## config.mk

```make
export PLATFORM = sky130hd
export DESIGN_NAME = ordered_value_list_store_flat
export DESIGN_NICKNAME = d
export VERILOG_FILES = /design/src/rtl/core/ovls_pkg.sv /design/src/rtl/core/ovls_if.sv /design/src/rtl/core/ovls_out_reg.sv /design/src/rtl/core/ordered_value_list_store.sv /design/src/flat_wrapper.sv
export VERILOG_INCLUDE_DIRS = /design/src /design/src/rtl/core
export SDC_FILE = /design/constraint.sdc
export NUM_CORES = 1
export LEC_CHECK = 0
export BUFFER_PORTS_ARGS = -buffer_cell sky130_fd_sc_hd__buf_2
export CORE_MARGIN = 2
export CORE_UTILIZATION = 60
export DETAILED_ROUTE_END_ITERATION = 12
export PLACE_DENSITY = 0.76
export SLEW_MARGIN = 20
export SYNTH_ARGS = -nofsm -noshare
export SYNTH_HDL_FRONTEND = slang
export SYNTH_SLANG_ARGS = --single-unit
```

## constraint.sdc

```tcl
create_clock -name clk -period 7.3 [get_ports clk]
set_clock_uncertainty 0.05 [all_clocks]
set_input_delay 0.73 -clock clk [delete_from_list [all_inputs] [get_ports clk]]
set_output_delay 0.73 -clock clk [all_outputs]
set_load 0.02 [all_outputs]
```

## src/rtl/core/ordered_value_list_store_defines.svh

```systemverilog
// Assertion macros shared by the ordered value list store RTL.
// Included by the files that carry concurrent assertions; needs no package.
`ifndef ORDERED_VALUE_LIST_STORE_DEFINES_SVH
`define ORDERED_VALUE_LIST_STORE_DEFINES_SVH

// Same-cycle implication, checked outside reset
`define OVLS_ASSERT_NOW(label, clk, rst_n, ante, cons, msg) \
    label: assert property (@(posedge clk) disable iff (!rst_n) (ante) |-> (cons)) \
        else $error(msg);

// Next-cycle implication, checked outside reset
`define OVLS_ASSERT_NEXT(label, clk, rst_n, ante, cons, msg) \
    label: assert property (@(posedge clk) disable iff (!rst_n) (ante) |=> (cons)) \
        else $error(msg);

`endif

```

## src/rtl/core/ovls_pkg.sv

```systemverilog
// Package for the ordered value list store: command and status codes,
// result record type and fixed field widths. No dependencies.
`timescale 1ns / 1ps
`default_nettype none

package ovls_pkg;

    localparam int KEY_W = 32;
    localparam int OP_W  = 3;
    localparam int ST_W  = 2;
    localparam int POS_W = 5;
    localparam int CNT_W = 6;

    typedef enum logic [OP_W-1:0] {
        OP_APPEND       = 3'd0,
        OP_SEARCH       = 3'd1,
        OP_REMOVE_FIRST = 3'd2,
        OP_REMOVE_ALL   = 3'd3,
        OP_CLEAR        = 3'd4
    } op_t;

    typedef enum logic [ST_W-1:0] {
        ST_OK        = 2'd0,
        ST_FULL      = 2'd1,
        ST_EMPTY     = 2'd2,
        ST_NOT_FOUND = 2'd3
    } status_t;

    typedef struct packed {
        status_t            status;
        logic               found;
        logic [POS_W-1:0]   position;
        logic [CNT_W-1:0]   removed_count;
        logic [CNT_W-1:0]   entry_count;
    } result_t;

endpackage

`default_nettype wire

```

## src/rtl/core/ovls_if.sv

```systemverilog
// Valid/ready channel interfaces for the ordered value list store:
// the command channel and the result channel. No dependencies.
`timescale 1ns / 1ps
`default_nettype none

interface ovls_cmd_if;
    logic               valid;
    logic               ready;
    logic [2:0]         opcode;
    logic signed [31:0] key_value;

    modport source (output valid, output opcode, output key_value, input ready);
    modport sink   (input valid, input opcode, input key_value, output ready);
endinterface

interface ovls_res_if;
    logic       valid;
    logic       ready;
    logic [1:0] status;
    logic       found;
    logic [4:0] position;
    logic [5:0] removed_count;
    logic [5:0] entry_count;

    modport source (output valid, output status, output found, output position,
                    output removed_count, output entry_count, input ready);
    modport sink   (input valid, input status, input found, input position,
                    input removed_count, input entry_count, output ready);
endinterface

`default_nettype wire

```

## src/rtl/core/ovls_out_reg.sv

```systemverilog
// Result output register for the ordered value list store.
// Depends on ovls_pkg (result_t) and ovls_res_if.
`timescale 1ns / 1ps
`default_nettype none

module ovls_out_reg (
    input  wire logic              clk,
    input  wire logic              rst_n,
    input  wire logic              load,
    input  wire ovls_pkg::result_t load_data,
    output logic                   can_load,
    ovls_res_if.source             res
);

    logic              valid_reg;
    logic              valid_next;
    ovls_pkg::result_t data_reg;

    // Take a new result when empty or when the held one leaves this cycle
    assign can_load = !valid_reg || res.ready;

    always_comb
    begin
        valid_next = valid_reg;
        if (load)
        begin
            valid_next = 1'b1;
        end
        else if (res.ready)
        begin
            valid_next = 1'b0;
        end
    end

    // Hold the valid flag
    always_ff @(posedge clk or negedge rst_n)
    begin
        if (!rst_n)
        begin
            valid_reg <= 1'b0;
        end
        else
        begin
            valid_reg <= valid_next;
        end
    end

    // Hold the payload
    always_ff @(posedge clk)
    begin
        if (load)
        begin
            data_reg <= load_data;
        end
    end

    // Drive the result channel
    assign res.valid         = valid_reg;
    assign res.status        = data_reg.status;
    assign res.found         = data_reg.found;
    assign res.position      = data_reg.position;
    assign res.removed_count = data_reg.removed_count;
    assign res.entry_count   = data_reg.entry_count;

endmodule

`default_nettype wire

```

## src/rtl/core/ordered_value_list_store.sv

```systemverilog
// Ordered value list store: keeps up to DEPTH 32-bit values in insertion order
// in one synchronous memory with a registered read. Append, clear and unused
// opcodes go from acceptance straight to the result state. Search and both removes
// scan the held entries one memory read per cycle, compacting in place through
// the same memory's write port; a search stops at its first match. One command
// is worked at a time; a new command is taken while a finished result still
// waits in the output register. No clearing pass after reset: only entries
// below the count are read.
`timescale 1ns / 1ps
`default_nettype none
`include "ordered_value_list_store_defines.svh"

module ordered_value_list_store #(
    parameter int DEPTH = 32
) (
    input  wire logic  clk,
    input  wire logic  rst_n,
    ovls_cmd_if.sink   cmd,
    ovls_res_if.source res
);

    localparam int AW = $clog2(DEPTH);
    localparam int CW = $clog2(DEPTH + 1);
    localparam int PW = ovls_pkg::POS_W;
    localparam int NW = ovls_pkg::CNT_W;
    localparam int KW = ovls_pkg::KEY_W;

    typedef enum logic [1:0] {
        IDLE,
        SCAN,
        RESULT
    } state_t;

    state_t            state_reg, state_next;
    ovls_pkg::op_t     op_reg, op_next;
    logic [KW-1:0]     key_reg, key_next;
    logic [CW-1:0]     cnt_reg, cnt_next;
    logic [CW-1:0]     rd_idx_reg, rd_idx_next;
    logic              pend_reg, pend_next;
    logic [AW-1:0]     pend_idx_reg, pend_idx_next;
    logic [CW-1:0]     w_reg, w_next;
    logic              hit_reg, hit_next;
    logic [AW-1:0]     pos_reg, pos_next;
    ovls_pkg::result_t res_reg, res_next;

    logic [KW-1:0]     mem [DEPTH];
    logic [KW-1:0]     rdata_reg;
    logic              rd_en;
    logic [AW-1:0]     rd_addr;
    logic              wr_en;
    logic [AW-1:0]     wr_addr;
    logic [KW-1:0]     wr_data;

    logic              load;
    logic              can_load;
    logic              match;
    logic [CW-1:0]     new_cnt;

    assign cmd.ready = (state_reg == IDLE);
    assign match     = (rdata_reg == key_reg);

    // Command decode, scan and compaction
    always_comb
    begin
        state_next    = state_reg;
        op_next       = op_reg;
        key_next      = key_reg;
        cnt_next      = cnt_reg;
        rd_idx_next   = rd_idx_reg;
        pend_next     = 1'b0;
        pend_idx_next = pend_idx_reg;
        w_next        = w_reg;
        hit_next      = hit_reg;
        pos_next      = pos_reg;
        res_next      = res_reg;
        rd_en         = 1'b0;
        rd_addr       = rd_idx_reg[AW-1:0];
        wr_en         = 1'b0;
        wr_addr       = w_reg[AW-1:0];
        wr_data       = rdata_reg;
        load          = 1'b0;
        new_cnt       = (op_reg == ovls_pkg::OP_SEARCH) ? cnt_reg : w_reg;

        unique case (state_reg)
            IDLE:
            begin
                if (cmd.valid)
                begin
                    op_next  = ovls_pkg::op_t'(cmd.opcode);
                    key_next = cmd.key_value;
                    res_next.status        = ovls_pkg::ST_OK;
                    res_next.found         = 1'b0;
                    res_next.position      = '0;
                    res_next.removed_count = '0;
                    res_next.entry_count   = NW'(cnt_reg);
                    state_next = RESULT;
                    unique case (ovls_pkg::op_t'(cmd.opcode)) inside
                        ovls_pkg::OP_APPEND:
                        begin
                            if (cnt_reg == CW'(DEPTH))
                            begin
                                res_next.status = ovls_pkg::ST_FULL;
                            end
                            else
                            begin
                                wr_en    = 1'b1;
                                wr_addr  = cnt_reg[AW-1:0];
                                wr_data  = cmd.key_value;
                                cnt_next = CW'(cnt_reg + 1'b1);
                                res_next.entry_count = NW'(cnt_reg + 1'b1);
                            end
                        end
                        ovls_pkg::OP_SEARCH, ovls_pkg::OP_REMOVE_FIRST,
                        ovls_pkg::OP_REMOVE_ALL:
                        begin
                            if (cnt_reg == '0)
                            begin
                                res_next.status = ovls_pkg::ST_EMPTY;
                            end
                            else
                            begin
                                state_next  = SCAN;
                                rd_idx_next = '0;
                                w_next      = '0;
                                hit_next    = 1'b0;
                                pos_next    = '0;
                            end
                        end
                        ovls_pkg::OP_CLEAR:
                        begin
                            if (cnt_reg == '0)
                            begin
                                res_next.status = ovls_pkg::ST_EMPTY;
                            end
                            else
                            begin
                                res_next.removed_count = NW'(cnt_reg);
                                res_next.entry_count   = '0;
                                cnt_next               = '0;
                            end
                        end
                        default:
                        begin
                            // unused opcode: report the count, change nothing
                        end
                    endcase
                end
            end

            SCAN:
            begin
                if ((!pend_reg && rd_idx_reg == cnt_reg) ||
                    (op_reg == ovls_pkg::OP_SEARCH && hit_reg))
                begin
                    // Finish: drop any read still in flight
                    res_next.status        = hit_reg ? ovls_pkg::ST_OK
                                                     : ovls_pkg::ST_NOT_FOUND;
                    res_next.found         = hit_reg;
                    res_next.position      = PW'(pos_reg);
                    res_next.removed_count = NW'(cnt_reg - new_cnt);
                    res_next.entry_count   = NW'(new_cnt);
                    cnt_next               = new_cnt;
                    state_next             = RESULT;
                end
                else
                begin
                    // Issue the next read
                    if (rd_idx_reg < cnt_reg)
                    begin
                        rd_en         = 1'b1;
                        rd_idx_next   = CW'(rd_idx_reg + 1'b1);
                        pend_next     = 1'b1;
                        pend_idx_next = rd_idx_reg[AW-1:0];
                    end
                    // Examine the entry read last cycle
                    if (pend_reg)
                    begin
                        if (!hit_reg)
                        begin
                            if (match)
                            begin
                                hit_next = 1'b1;
                                pos_next = pend_idx_reg;
                            end
                            else
                            begin
                                w_next = CW'(w_reg + 1'b1);
                            end
                        end
                        else if (op_reg == ovls_pkg::OP_REMOVE_ALL && match)
                        begin
                            // drop another match
                        end
                        else if (op_reg != ovls_pkg::OP_SEARCH)
                        begin
                            // Move the kept entry down over the gap
                            wr_en  = 1'b1;
                            w_next = CW'(w_reg + 1'b1);
                        end
                    end
                end
            end

            RESULT:
            begin
                if (can_load)
                begin
                    load       = 1'b1;
                    state_next = IDLE;
                end
            end

            default:
            begin
                state_next = IDLE;
            end
        endcase
    end

    // Hold state and registered control
    always_ff @(posedge clk or negedge rst_n)
    begin
        if (!rst_n)
        begin
            state_reg  <= IDLE;
            cnt_reg    <= '0;
            rd_idx_reg <= '0;
            pend_reg   <= 1'b0;
            w_reg      <= '0;
            hit_reg    <= 1'b0;
        end
        else
        begin
            state_reg  <= state_next;
            cnt_reg    <= cnt_next;
            rd_idx_reg <= rd_idx_next;
            pend_reg   <= pend_next;
            w_reg      <= w_next;
            hit_reg    <= hit_next;
        end
    end

    // Hold the command payload and result
    always_ff @(posedge clk)
    begin
        op_reg       <= op_next;
        key_reg      <= key_next;
        pend_idx_reg <= pend_idx_next;
        pos_reg      <= pos_next;
        res_reg      <= res_next;
    end

    // Entry memory: one write port, one registered read port
    always_ff @(posedge clk)
    begin
        if (wr_en)
        begin
            mem[wr_addr] <= wr_data;
        end
        if (rd_en)
        begin
            rdata_reg <= mem[rd_addr];
        end
    end

    ovls_out_reg u_out_reg (
        .clk       (clk),
        .rst_n     (rst_n),
        .load      (load),
        .load_data (res_reg),
        .can_load  (can_load),
        .res       (res)
    );

    `OVLS_ASSERT_NOW(a_cnt_bound, clk, rst_n, 1'b1, cnt_reg <= CW'(DEPTH), "count above depth")
    `OVLS_ASSERT_NOW(a_wr_behind_rd, clk, rst_n, (state_reg == SCAN) && wr_en, pend_reg && (w_reg < CW'(pend_idx_reg)), "compaction write not behind scan")
    `OVLS_ASSERT_NOW(a_rd_in_list, clk, rst_n, state_reg == SCAN, rd_idx_reg <= cnt_reg, "scan read past list end")
    `OVLS_ASSERT_NEXT(a_accept_busy, clk, rst_n, cmd.valid && cmd.ready, state_reg != IDLE, "accepted transaction left no work")

endmodule

`default_nettype wire
```

## src/flat_wrapper.sv

```systemverilog
// flat-port wrapper written by rule: the top's interface ports become plain ports
module ordered_value_list_store_flat 
#(
    parameter int DEPTH = 32
)
  (clk, rst_n, cmd_valid, cmd_opcode, cmd_key_value, cmd_ready, res_valid, res_status, res_found, res_position, res_removed_count, res_entry_count, res_ready);
  ovls_cmd_if cmd_i ();
  ovls_res_if res_i ();
  input  wire logic clk;
  input  wire logic rst_n;
  input wire logic [$bits(cmd_i.valid)-1:0] cmd_valid;
  input wire logic [$bits(cmd_i.opcode)-1:0] cmd_opcode;
  input wire logic [$bits(cmd_i.key_value)-1:0] cmd_key_value;
  output wire logic [$bits(cmd_i.ready)-1:0] cmd_ready;
  output wire logic [$bits(res_i.valid)-1:0] res_valid;
  output wire logic [$bits(res_i.status)-1:0] res_status;
  output wire logic [$bits(res_i.found)-1:0] res_found;
  output wire logic [$bits(res_i.position)-1:0] res_position;
  output wire logic [$bits(res_i.removed_count)-1:0] res_removed_count;
  output wire logic [$bits(res_i.entry_count)-1:0] res_entry_count;
  input wire logic [$bits(res_i.ready)-1:0] res_ready;
  assign cmd_i.valid = cmd_valid;
  assign cmd_i.opcode = cmd_opcode;
  assign cmd_i.key_value = cmd_key_value;
  assign cmd_ready = cmd_i.ready;
  assign res_valid = res_i.valid;
  assign res_status = res_i.status;
  assign res_found = res_i.found;
  assign res_position = res_i.position;
  assign res_removed_count = res_i.removed_count;
  assign res_entry_count = res_i.entry_count;
  assign res_i.ready = res_ready;
  ordered_value_list_store #(.DEPTH(DEPTH)) u_core (.clk(clk), .rst_n(rst_n), .cmd(cmd_i), .res(res_i));
endmodule
```

=== Yosys cells after proc, flatten, opt, wreduce, memory -nomap -nowiden ===
Memory sizes are Yosys's and may differ from the RTL's. A register that Yosys moved wholly into a read port is not among the register bits.
Index checks and enable logic that the tools add are counted.

* Register bits: 108
* Bits in writable memories: 1,024
* Logic and storage cells: 155
* Memories: 1

{| class="wikitable"
|+ Memory list
! name !! words !! bits a word !! read ports !! clocked after memory_dff !! wr ports !! line !! RTL
|-
| u_core.mem || 32 || 32 || 1 || 1 || 1 || ordered_value_list_store.sv:46 || <nowiki>logic [KW-1:0] mem [DEPTH];</nowiki>
|}

* Muxes and demuxes: 77
* Order comparisons: 1
* Equality and inequality tests: 27
* $add $sub $neg: 4
* Reductions and logical operators: 23
* Bitwise operators: 1

{| class="wikitable"
|+ Operator list
! operator !! count
|-
| 2-to-1 mux 32 bit || 4
|-
| 2-to-1 mux 6 bit || 16
|-
| case mux 6 bit (2 select lines) || 5
|-
| 2-to-1 mux 5 bit || 11
|-
| 2-to-1 mux 20 bit || 2
|-
| case mux 20 bit (2 select lines) || 1
|-
| equality test 32 bit || 1
|-
| 2-to-1 mux 1 bit || 25
|-
| adder 6 x 1 -> 6 bit (second input constant) || 3
|-
| 2-to-1 mux 2 bit || 7
|-
| 2-to-1 mux 12 bit || 1
|-
| != test 2 x 1 -> 1 bit (second input constant) || 6
|-
| AND reduction 6 bit || 2
|-
| case mux 5 bit (2 select lines) || 1
|-
| equality test 3 x 2 -> 1 bit (second input constant) || 3
|-
| != test 3 bit (second input constant) || 3
|-
| AND reduction 3 bit || 3
|-
| AND reduction 9 bit || 1
|-
| != test 2 bit (second input constant) || 4
|-
| AND reduction 8 bit || 1
|-
| equality test 3 x 1 -> 1 bit (second input constant) || 2
|-
| equality test 6 bit || 1
|-
| equality test 6 bit (second input constant) || 1
|-
| logical NOT 6 bit || 1
|-
| 21 further kinds || 28
|}

=== Depth between registers and ports, before layout ===
Gate-level depths: netlist of the first run.

* Depth in word-level cells: 9
* Gate-level depth with buffers: 12
* Depth with buffers taken out: 10

=== Modules after synthesis ===
A second synthesis of the first run with hierarchy kept.

* Cells, all modules: 1,980
* Area, all modules: 45,374.8 um2

{| class="wikitable"
|+ By module, submodules not included
! module !! times used !! cells each !! area each (um2)
|-
| ordered_value_list_store || 1 || 1,957 || 44,726.6
|-
| ovls_out_reg || 1 || 23 || 648.1
|}

=== Worst setup path before layout of the first run ===
Ideal clock, no wire load.

* Kind: register to register
* Start point: reg u_core.cnt_reg[3]
* End point: reg u_core.rd_idx_reg[1]
* Setup slack: 2.097 ns
* Arrival time: 5.078 ns
* Stages on the path, launching flop included: 9
* Clock period less this slack: 5.203 ns
* Buffers on the path: 1
* Cell sequence: dfrtp_1 -> clkbuf_1 -> inv_1 -> ha_1 -> a21o_1 -> a21o_1 -> a211oi_1 -> nor3b_1 -> a22o_1

* Cells in the longest elaborated chain, start to end: 5
* Elaborated cells between the ends (all ways): 9
* Those cells by class: order compare (1); eq/ne (4); reduce/logical (4)

{| class="wikitable"
|+ RTL lines
! item !! line !! RTL
|-
| from (decl) || ordered_value_list_store.sv:37 || <nowiki>logic [CW-1:0] cnt_reg, cnt_next;</nowiki>
|-
| from (signal assigned) || ordered_value_list_store.sv:235 || <nowiki>cnt_reg <= cnt_next;</nowiki>
|-
| branches (longest 4 deep; another with less-than comparator 6 bit) || n/a ||
|-
| AND reduction 6 bit (no line) * || n/a ||
|-
| to (signal assigned) || ordered_value_list_store.sv:236 || <nowiki>rd_idx_reg <= rd_idx_next;</nowiki>
|-
| to (decl) || ordered_value_list_store.sv:38 || <nowiki>logic [CW-1:0] rd_idx_reg, rd_idx_next;</nowiki>
|}

Mark *: on every way between the ends.
A chain may end at the register's enable or synchronous reset.

=== Worst setup path in the final report of the first run ===
* Start point: reg u_core.rdata_reg[4], read port of u_core.mem
* End point: mem u_core.mem[22][24] (netlist bit), enable pin

* Cells in the longest elaborated chain, start to end: 9

{| class="wikitable"
|+ RTL lines
! item !! line !! RTL
|-
| from (decl) || ordered_value_list_store.sv:47 || <nowiki>logic [KW-1:0] rdata_reg;</nowiki>
|-
| equality test 32 bit || ordered_value_list_store.sv:60 || <nowiki>assign match = (rdata_reg == key_reg);</nowiki>
|-
| logical AND 1 bit || ordered_value_list_store.sv:190 || <nowiki>else if (op_reg == ovls_pkg::OP_REMOVE_ALL && match)</nowiki>
|-
| 2-to-1 mux 1 bit || ordered_value_list_store.sv:190 ||
|-
| 2-to-1 mux 1 bit || ordered_value_list_store.sv:178 || <nowiki>if (!hit_reg)</nowiki>
|-
| 2-to-1 mux 1 bit || ordered_value_list_store.sv:176 || <nowiki>if (pend_reg)</nowiki>
|-
| 2-to-1 mux 1 bit || ordered_value_list_store.sv:152 || <nowiki>if ((!pend_reg && rd_idx_reg == cnt_reg) ||</nowiki>
|-
| case mux 1 bit (2 select lines) || ordered_value_list_store.sv:84 || <nowiki>unique case (state_reg)</nowiki>
|-
| 2-to-1 mux 1 bit || ordered_value_list_store.sv:256 || <nowiki>if (wr_en)</nowiki>
|-
| 2-to-1 mux 1 bit (not written as such) || ordered_value_list_store.sv:258 || <nowiki>mem[wr_addr] <= wr_data;</nowiki>
|-
| to (decl) || ordered_value_list_store.sv:46 ||
|}

No other way between the ends.

==> impl_metrics.toml, run 1 <==
[outcome]
status = "finished clean"

[route]
totalWireLength_um = 107000
via_per_inst = 6.84
vias = 21700
drc = 0
antenna_left = 0
wire_per_inst_um = 33.7
drt-initial-drc-count = 2935
dr.pass1.iters = 6

[timing]
setup_viol = 0
finalCritPeriodShare_pct = 60.6
hold_violations = 0
rsz0062_at_grt = "no"
slew_viol_final = 0
maxSlewHeadroom_pct = 25.5
min_period_ns = 4.42
fin_setup_tns_ns = 0
worstMarginPinSlew_ns = 1.12
fmax_mhz = 226
fin_ws_ns = 2.88
hold_slack_ns = 0.217

[clocking]
clkTransAtPathRegs_ns = 0.06
cts_tree = "built"
cts_resized = 0
postCtsHoldBufs = 1
clock_latency_ns = 0.70
cts_made_buffers = 110
root_buffer = "clkbuf_16"
clockBufferDepth = 3
htree_levels = 3
post_cts_buffers = 0
clkSinkCount = 1164

[die]
die_w_um = 279
die_h_um = 279
fp-row-count = 100
initial_core_util_pct = 60.7
dieArea_sq_um = 77800
core_area_sq_um = 74700
io_pins = 61

[placement]
gp_congestion = 0.866
dp_cells = 2960
io_buffers = 60
pre_cts_slack_ns = 2.85
dpl.hpwl_um = 61000
place_area_sq_um = 47300

[synth]
syn_area_per_cell_sq_um = 22.8
synth_seq_cells = 1164
async_flop_share_pct = 1.98
syn_nets = 2041
ys_seq_area_share_pct = 76.8
syn_area_sq_um = 45300
synth_edf_count = 1141
synth_flop_cell = "edfxtp_1"
ys_warn_count = 0
synth.distinct_cells = 61
postSynthCellCount = 1986

[cells_and_area]
layout.nets = 2168
final_area_sq_um = 51100
utilization_pct = 68.4
largest_reg_flops = 1024
instances_no_fill = 3174
syn_to_final_growth_pct = 12.6
insertedDiodeCount = 0
drive_gt1_share_pct = 31.7
fill_cells = 4262

[power_and_ir_drop]
fin_total_pwr_mw = 20.0
combPwrFrac_pct = 26.7
power_density_nw_per_um2 = 391
irDropWorstVdd_v = 0.000267
p_int_mw = 13.9
power_frac_seq_pct = 45.2
p_leak_nw = 15.9
pwr-share-clk_pct = 28.1
switching_share_pct = 30.2
p_switching_mw = 6.03

[setup_path]
path_class = "reg2reg"
path_max_fanout = 13
cp.required_ns = 7.70
start_kind = "flip-flop"
crit_path_end_kind = "flip-flop"
worstPathArrival_ns = 4.82

[grt]
met1_usage_pct = 38.3
use_met3_pct = 4.35
grt_usage_pct = 28.0
grt_busiest_layer = "met2"
grt_max_degree = 130
grt_use_met2_pct = 46.4
antenna_found_initial = 1
overflow = 0
grt_pass1_wl_um = 154000
grt_pass1_vias = 21700

[hold_path]
worstHoldPathType = "in2reg"

[job]
max_cap_viol_count = 0
logic make-up after synthesis:
| family | share of synthesized area, % |
|---|---|
| flops | 76.8 |
| mux | 17.7 |
| simple gates | 1.80 |
| buf+inv | 1.13 |
| compound gates | 1.31 |
| xor+xnor | 0.792 |
| fa+ha+maj | 0.458 |
worst max-delay path, cell delays in order, from the launching register on:
cell and delay [ns]:
edfxtp_1 0.42, xor2_1 0.19, nor4_1 0.72, nand4_1 0.47, nor2_1 0.86, a21o_1 0.79, nor2_4 0.25, buf_16 0.24
buf_16 0.16
worst paths after layout:
| kind | start | slack (ns) | cells after the start | end |
|---|---|---|---|---|
| max in group asynchronous | rst_n | 6.26 | 2 | u_core.rd_idx_reg[1] |
| worst max-delay path | u_core.rdata_reg[4] | 2.88 | 8 | u_core.mem[22][24] |
| worst max register to register | u_core.rdata_reg[4] | 2.88 | 8 | u_core.mem[22][24] |
| worst min register to register | u_core.res_reg[11] | 0.37 | 0 | u_core.u_out_reg.res.removed_count[5] |
| min in group asynchronous | rst_n | 0.52 | 2 | u_core.state_reg[0] |
| worst min-delay path | cmd_opcode[0] | 0.22 | 1 | u_core.op_reg[0] |
Yosys cell counts, types with 3 or more instances:
cell / count / area, sq um
ha_1: 15 / 188
o21ai_0: 5 / 25.0
nand3_1: 13 / 65.1
o22ai_1: 11 / 68.8
a21oi_1: 18 / 90.1
nor2_1: 51 / 191
xnor2_1: 6 / 52.6
buf_1: 12 / 45.0
a211oi_1: 3 / 22.5
nand2b_1: 4 / 25.0
a21o_1: 8 / 60.1
nor3_1: 5 / 25.0
buf_6: 3 / 33.8
clkbuf_1: 53 / 199
inv_1: 15 / 56.3
and3_1: 5 / 31.3
mux2_1: 33 / 372
a31oi_1: 4 / 25.0
mux2i_1: 7 / 70.1
nand2_1: 34 / 128
mux4_2: 320 / 7210
nand4_1: 6 / 37.5
nor4_1: 11 / 68.8
a22o_1: 3 / 26.3
xor2_1: 35 / 307
o31ai_1: 4 / 30.0
or3_1: 5 / 31.3
dfrtp_1: 23 / 576
a221oi_1: 3 / 26.3
o21ai_1: 15 / 75.1
nor2b_1: 3 / 18.8
edfxtp_1: 1141 / 34300
nor3b_1: 4 / 30.0
buf_2: 33 / 165
mux2_2: 33 / 372
and2_1: 12 / 75.1
cell usage in the layout (no fill, tap or decap), types with 6 or more instances in the layout:
cell type | Yosys | routed
nor4_1 | 11 | 11
nand4_1 | 6 | 6
and2_1 | 12 | 12
nor2_4 | 0 | 32
ha_1 | 15 | 15
nand3_1 | 13 | 13
xor2_1 | 35 | 35
buf_4 | 0 | 28
clkinv_1 | 0 | 22
nor2_1 | 51 | 19
clkbuf_1 | 53 | 22
clkinv_2 | 0 | 22
a21oi_1 | 18 | 18
a21o_1 | 8 | 8
nand2_1 | 34 | 34
mux2i_1 | 7 | 7
bufinv_16 | 0 | 9
buf_2 | 33 | 60
mux2_1 | 33 | 12
o21ai_1 | 15 | 15
xnor2_1 | 6 | 6
clkbuf_16 | 0 | 111
clkinvlp_4 | 0 | 6
edfxtp_1 | 1141 | 1141
o22ai_1 | 11 | 11
mux4_2 | 320 | 320
dfrtp_1 | 23 | 18
buf_12 | 0 | 17
mux2_2 | 33 | 54
inv_1 | 15 | 14
buf_16 | 0 | 10
layer usage:
layer	share of wire, %	wire length [um]
met5	0	0
met4	3.9	4120
met2	51	54300
met1	37	39100
met3	8.7	9310
power by group through the flow:
stage                     registers (mW)  clock network, mW  logic (mW)
after floorplan                     8.91                  0        3.62
after detailed placement            9.17                  0        5.24
final                               9.02               5.61        5.32
after global routing                9.06               5.90        5.60
after global placement              9.15                  0        5.09
after CTS                           9.04               5.67        5.31
final cells by class:
type	instances	area (sq um)	share of cell area, %
inverter	17	63.8	0.125
sequential	1164	34900	68.2
clock inverter	67	616	1.21
tap	969	1210	2.37
multi-input combinational	703	10300	20.1
timing repair buffer	117	1150	2.25
clock buffer	137	2920	5.71
No activity file was read; power rests on OpenSTA's default activity.
==> run 2, diff against run 1 <==
--- a/config.mk
+++ b/config.mk
@@ -6,6 +6,7 @@
 export SDC_FILE = /design/constraint.sdc
 export NUM_CORES = 1
 export LEC_CHECK = 0
+export ABC_AREA = 1
 export BUFFER_PORTS_ARGS = -buffer_cell sky130_fd_sc_hd__buf_2
 export CORE_MARGIN = 2
 export CORE_UTILIZATION = 60
==> constraint.sdc (replaced) <==
create_clock -name clk -period 4.1 [get_ports clk]
set_clock_uncertainty 0.05 [all_clocks]
set_input_delay 0.41 -clock clk [delete_from_list [all_inputs] [get_ports clk]]
set_output_delay 0.41 -clock clk [all_outputs]
set_load 0.02 [all_outputs]
==> run 2 against run 1 <==
Area after synthesis increased by 3.4%; die area increased by 3.3%; core utilization fell by 0.73 points; flip-flop and latch count did not move; largest power group unchanged; sequential power rose by 56%; sequential share of layout area shrank 1.7 points; combinational power up 28%; cell area is 2.6% higher; global-route usage rose by 2.5 points.
==> impl_metrics.toml, run 2 <==
[timing]
hold_violations = 0
rsz0062_at_grt = "no"
min_period_ns = 3.62
slew_viol_final = 0
maxSlewHeadroom_pct = 23.2
worstMarginPinSlew_ns = 1.15
fmax_mhz = 276
finalCritPeriodShare_pct = 88.4
fin_setup_tns_ns = 0
setup_viol = 0

[synth]
ys_warn_count = 0
synth_flop_cell = "edfxtp_1"
syn_nets = 3728
async_flop_share_pct = 1.98
syn_area_per_cell_sq_um = 12.8
ys_seq_area_share_pct = 74.3
synth_edf_count = 1141
synth_seq_cells = 1164
syn_area_sq_um = 46900
synth.most_common_cell = "edfxtp_1"
synthTopCellsByArea = "edfxtp_1 (73%), nor2_1 (5.6%), o21ai_0 (5.3%)"
postSynthCellCount = 3673
synth.distinct_cells = 40
yosys-top-cells-count = "edfxtp_1 (1141), nor2_1 (705), o21ai_0 (492)"
yosysTopAreaCell = "edfxtp_1"
yosysTopAreaCellShare_pct = 73.1

[cells_and_area]
drive_gt1_share_pct = 10.1
final_cell_mix = "edfxtp_1 (1141), nor2_1 (671), o21ai_0 (492)"
fill_cells = 5228
layout.nets = 3809
largest_reg_flops = 1024
syn_to_final_growth_pct = 11.8
layout_commonest_cell = "edfxtp_1"

[clocking]
htree_levels = 3
cts_tree = "built"
clockBufferDepth = 3
clock_latency_ns = 0.69
root_buffer = "clkbuf_16"
cts_made_buffers = 112
clkTransAtPathRegs_ns = 0.07
post_cts_buffers = 0
clkSinkCount = 1164

[grt]
grt_busiest_layer = "met2"
grt_pass1_vias = 29200
use_met3_pct = 5.55
grt_use_met2_pct = 47.6
overflow = 0
grt_max_degree = 223
grt_pass1_wl_um = 184000
met1_usage_pct = 42.7
grt_usage_pct = 30.5
antenna_found_initial = 0

[setup_path]
timing.rr.start = "u_core.cnt_reg[1]"
rrSetupSlack_ns = 0.48
path_class = "reg2reg"
path_max_fanout = 17
reg2reg_to = "u_core.mem[0][27]"
start_kind = "flip-flop"
worstPathArrival_ns = 3.90
cp.required_ns = 4.37
crit_path_end_kind = "flip-flop"
ff2ff_path_depth = 13

[route]
vias = 31000
drc = 0
via_per_inst = 6.35
wire_per_inst_um = 25.4
dr.pass1.iters = 6
drt-initial-drc-count = 5029
totalWireLength_um = 124000
antenna_left = 0

[power_and_ir_drop]
fin_total_pwr_mw = 30.9
irDropWorstVdd_v = 0.000596
p_leak_nw = 17.6
power_density_nw_per_um2 = 590

[outcome]
status = "finished clean"

[hold_path]
hold_depth = 3
min-delay-start = "cmd_valid"
hold_path_end = "u_core.state_reg[1]"
worstHoldPathType = "in2reg"

[die]
die_w_um = 284
dieArea_sq_um = 80400
core_area_sq_um = 77500
fp-row-count = 102
initial_core_util_pct = 60.5
die_h_um = 284
io_pins = 61

[job]
max_cap_viol_count = 0

[placement]
gp_congestion = 0.919
dpl.hpwl_um = 70100
io_buffers = 60
==> run 2: cell types whose count changed after synthesis, moves of 27 or more <==
cell,previous run,this run
clkbuf_1,53,116
inv_1,15,101
mux2_1,33,0
mux2_2,33,0
mux4_2,320,0
nand2_1,34,364
nand3_1,13,111
nand4_1,6,33
nor2_1,51,705
o211ai_1,1,122
o21ai_0,5,492
o21ai_1,15,101
o22ai_1,11,137
==> run 2: kinds of logic after synthesis <==
| group | share of synthesized area, % |
|---|---|
| buffers and inverters | 3.46 |
| AOI/OAI and AO/OA | 10.6 |
| DFF | 74.3 |
| and+or+nand+nor | 10.6 |
| adders and majority gates | 0.443 |
| xor gates and xnor gates | 0.635 |
==> run 2: worst max-delay path by stage <==
stage,start,depth (start not counted),endpoint,slack [ns]
2_1_floorplan,u_core.rd_idx_reg[0],16,u_core.pend_idx_reg[0],0.06
5_1_grt,u_core.cnt_reg[1],14,u_core.mem[0][27],0.29
3_5_place_dp,u_core.cnt_reg[1],13,u_core.mem[0][21],0.56
6_report,u_core.cnt_reg[1],13,u_core.mem[0][27],0.48
4_1_cts,u_core.cnt_reg[1],13,u_core.mem[0][24],0.53
3_3_place_gp,u_core.cnt_reg[1],14,u_core.mem[0][2],0.63
==> run 2: critical path, stage by stage, from the launching register on <==
cell     delay [ns]
dfrtp_1        0.45
inv_1          0.22
ha_1           0.19
nand2_1        0.08
nor2_4         0.13
nand3_4        0.15
nand3_4        0.13
nand2_1        0.06
nand2_1        0.15
inv_2          0.06
nor2_1         0.14
nand2_1        0.33
nor2_4         0.65
buf_4          0.48
==> run 2: repair_timing <==
action,CTS,global route
hold buffers,37,0
setup endpoints to repair,0,0
endpoints found under the hold margin,59,0
gates resized for setup,0,0
==> run 2: layer usage <==
layer / routed length, um / share of wire, % / vias to the layer above
met3: 14100 / 11 / 302
met1: 46200 / 37 / 15100
met4: 5660 / 4.6 / 0
met2: 57900 / 47 / 2155
met5: 0 / 0 / -
li1: - / - / 13500
==> run 2: area by class of cell <==
cell class / count / area, sq um / area share, %
timing repair buffer: 194 / 1590 / 3.03
sequential: 1164 / 34800 / 66.5
clock buffer: 138 / 2920 / 5.57
antenna: 2 / 5.00 / 0.00955
tap: 1040 / 1300 / 2.48
inverter: 115 / 452 / 0.862
multi-input combinational: 2167 / 10700 / 20.4
clock inverter: 65 / 587 / 1.12
==> run 2: stage by stage <==
stage               util [%]  instance area [sq um]  setup slack, ns  cells  hold slack (ns)
floorplan                  -                  46900           0.0565   3673           0.0644
global placement        62.6                  48500            0.627   4641            0.351
detailed placement      62.6                  48500            0.560   4641            0.355
CTS                     67.6                  52400            0.528   4881           0.0845
global route            67.7                  52400            0.287   4883            0.116
finish                  67.7                  52400            0.476   4885            0.101
==> run 2: report_power, final <==
group | internal, mW | switching, mW
Combinational | 1.83 | 4.99
Clock | 5.62 | 4.33
Sequential | 13.9 | 0.227
Total | 21.4 | 9.55
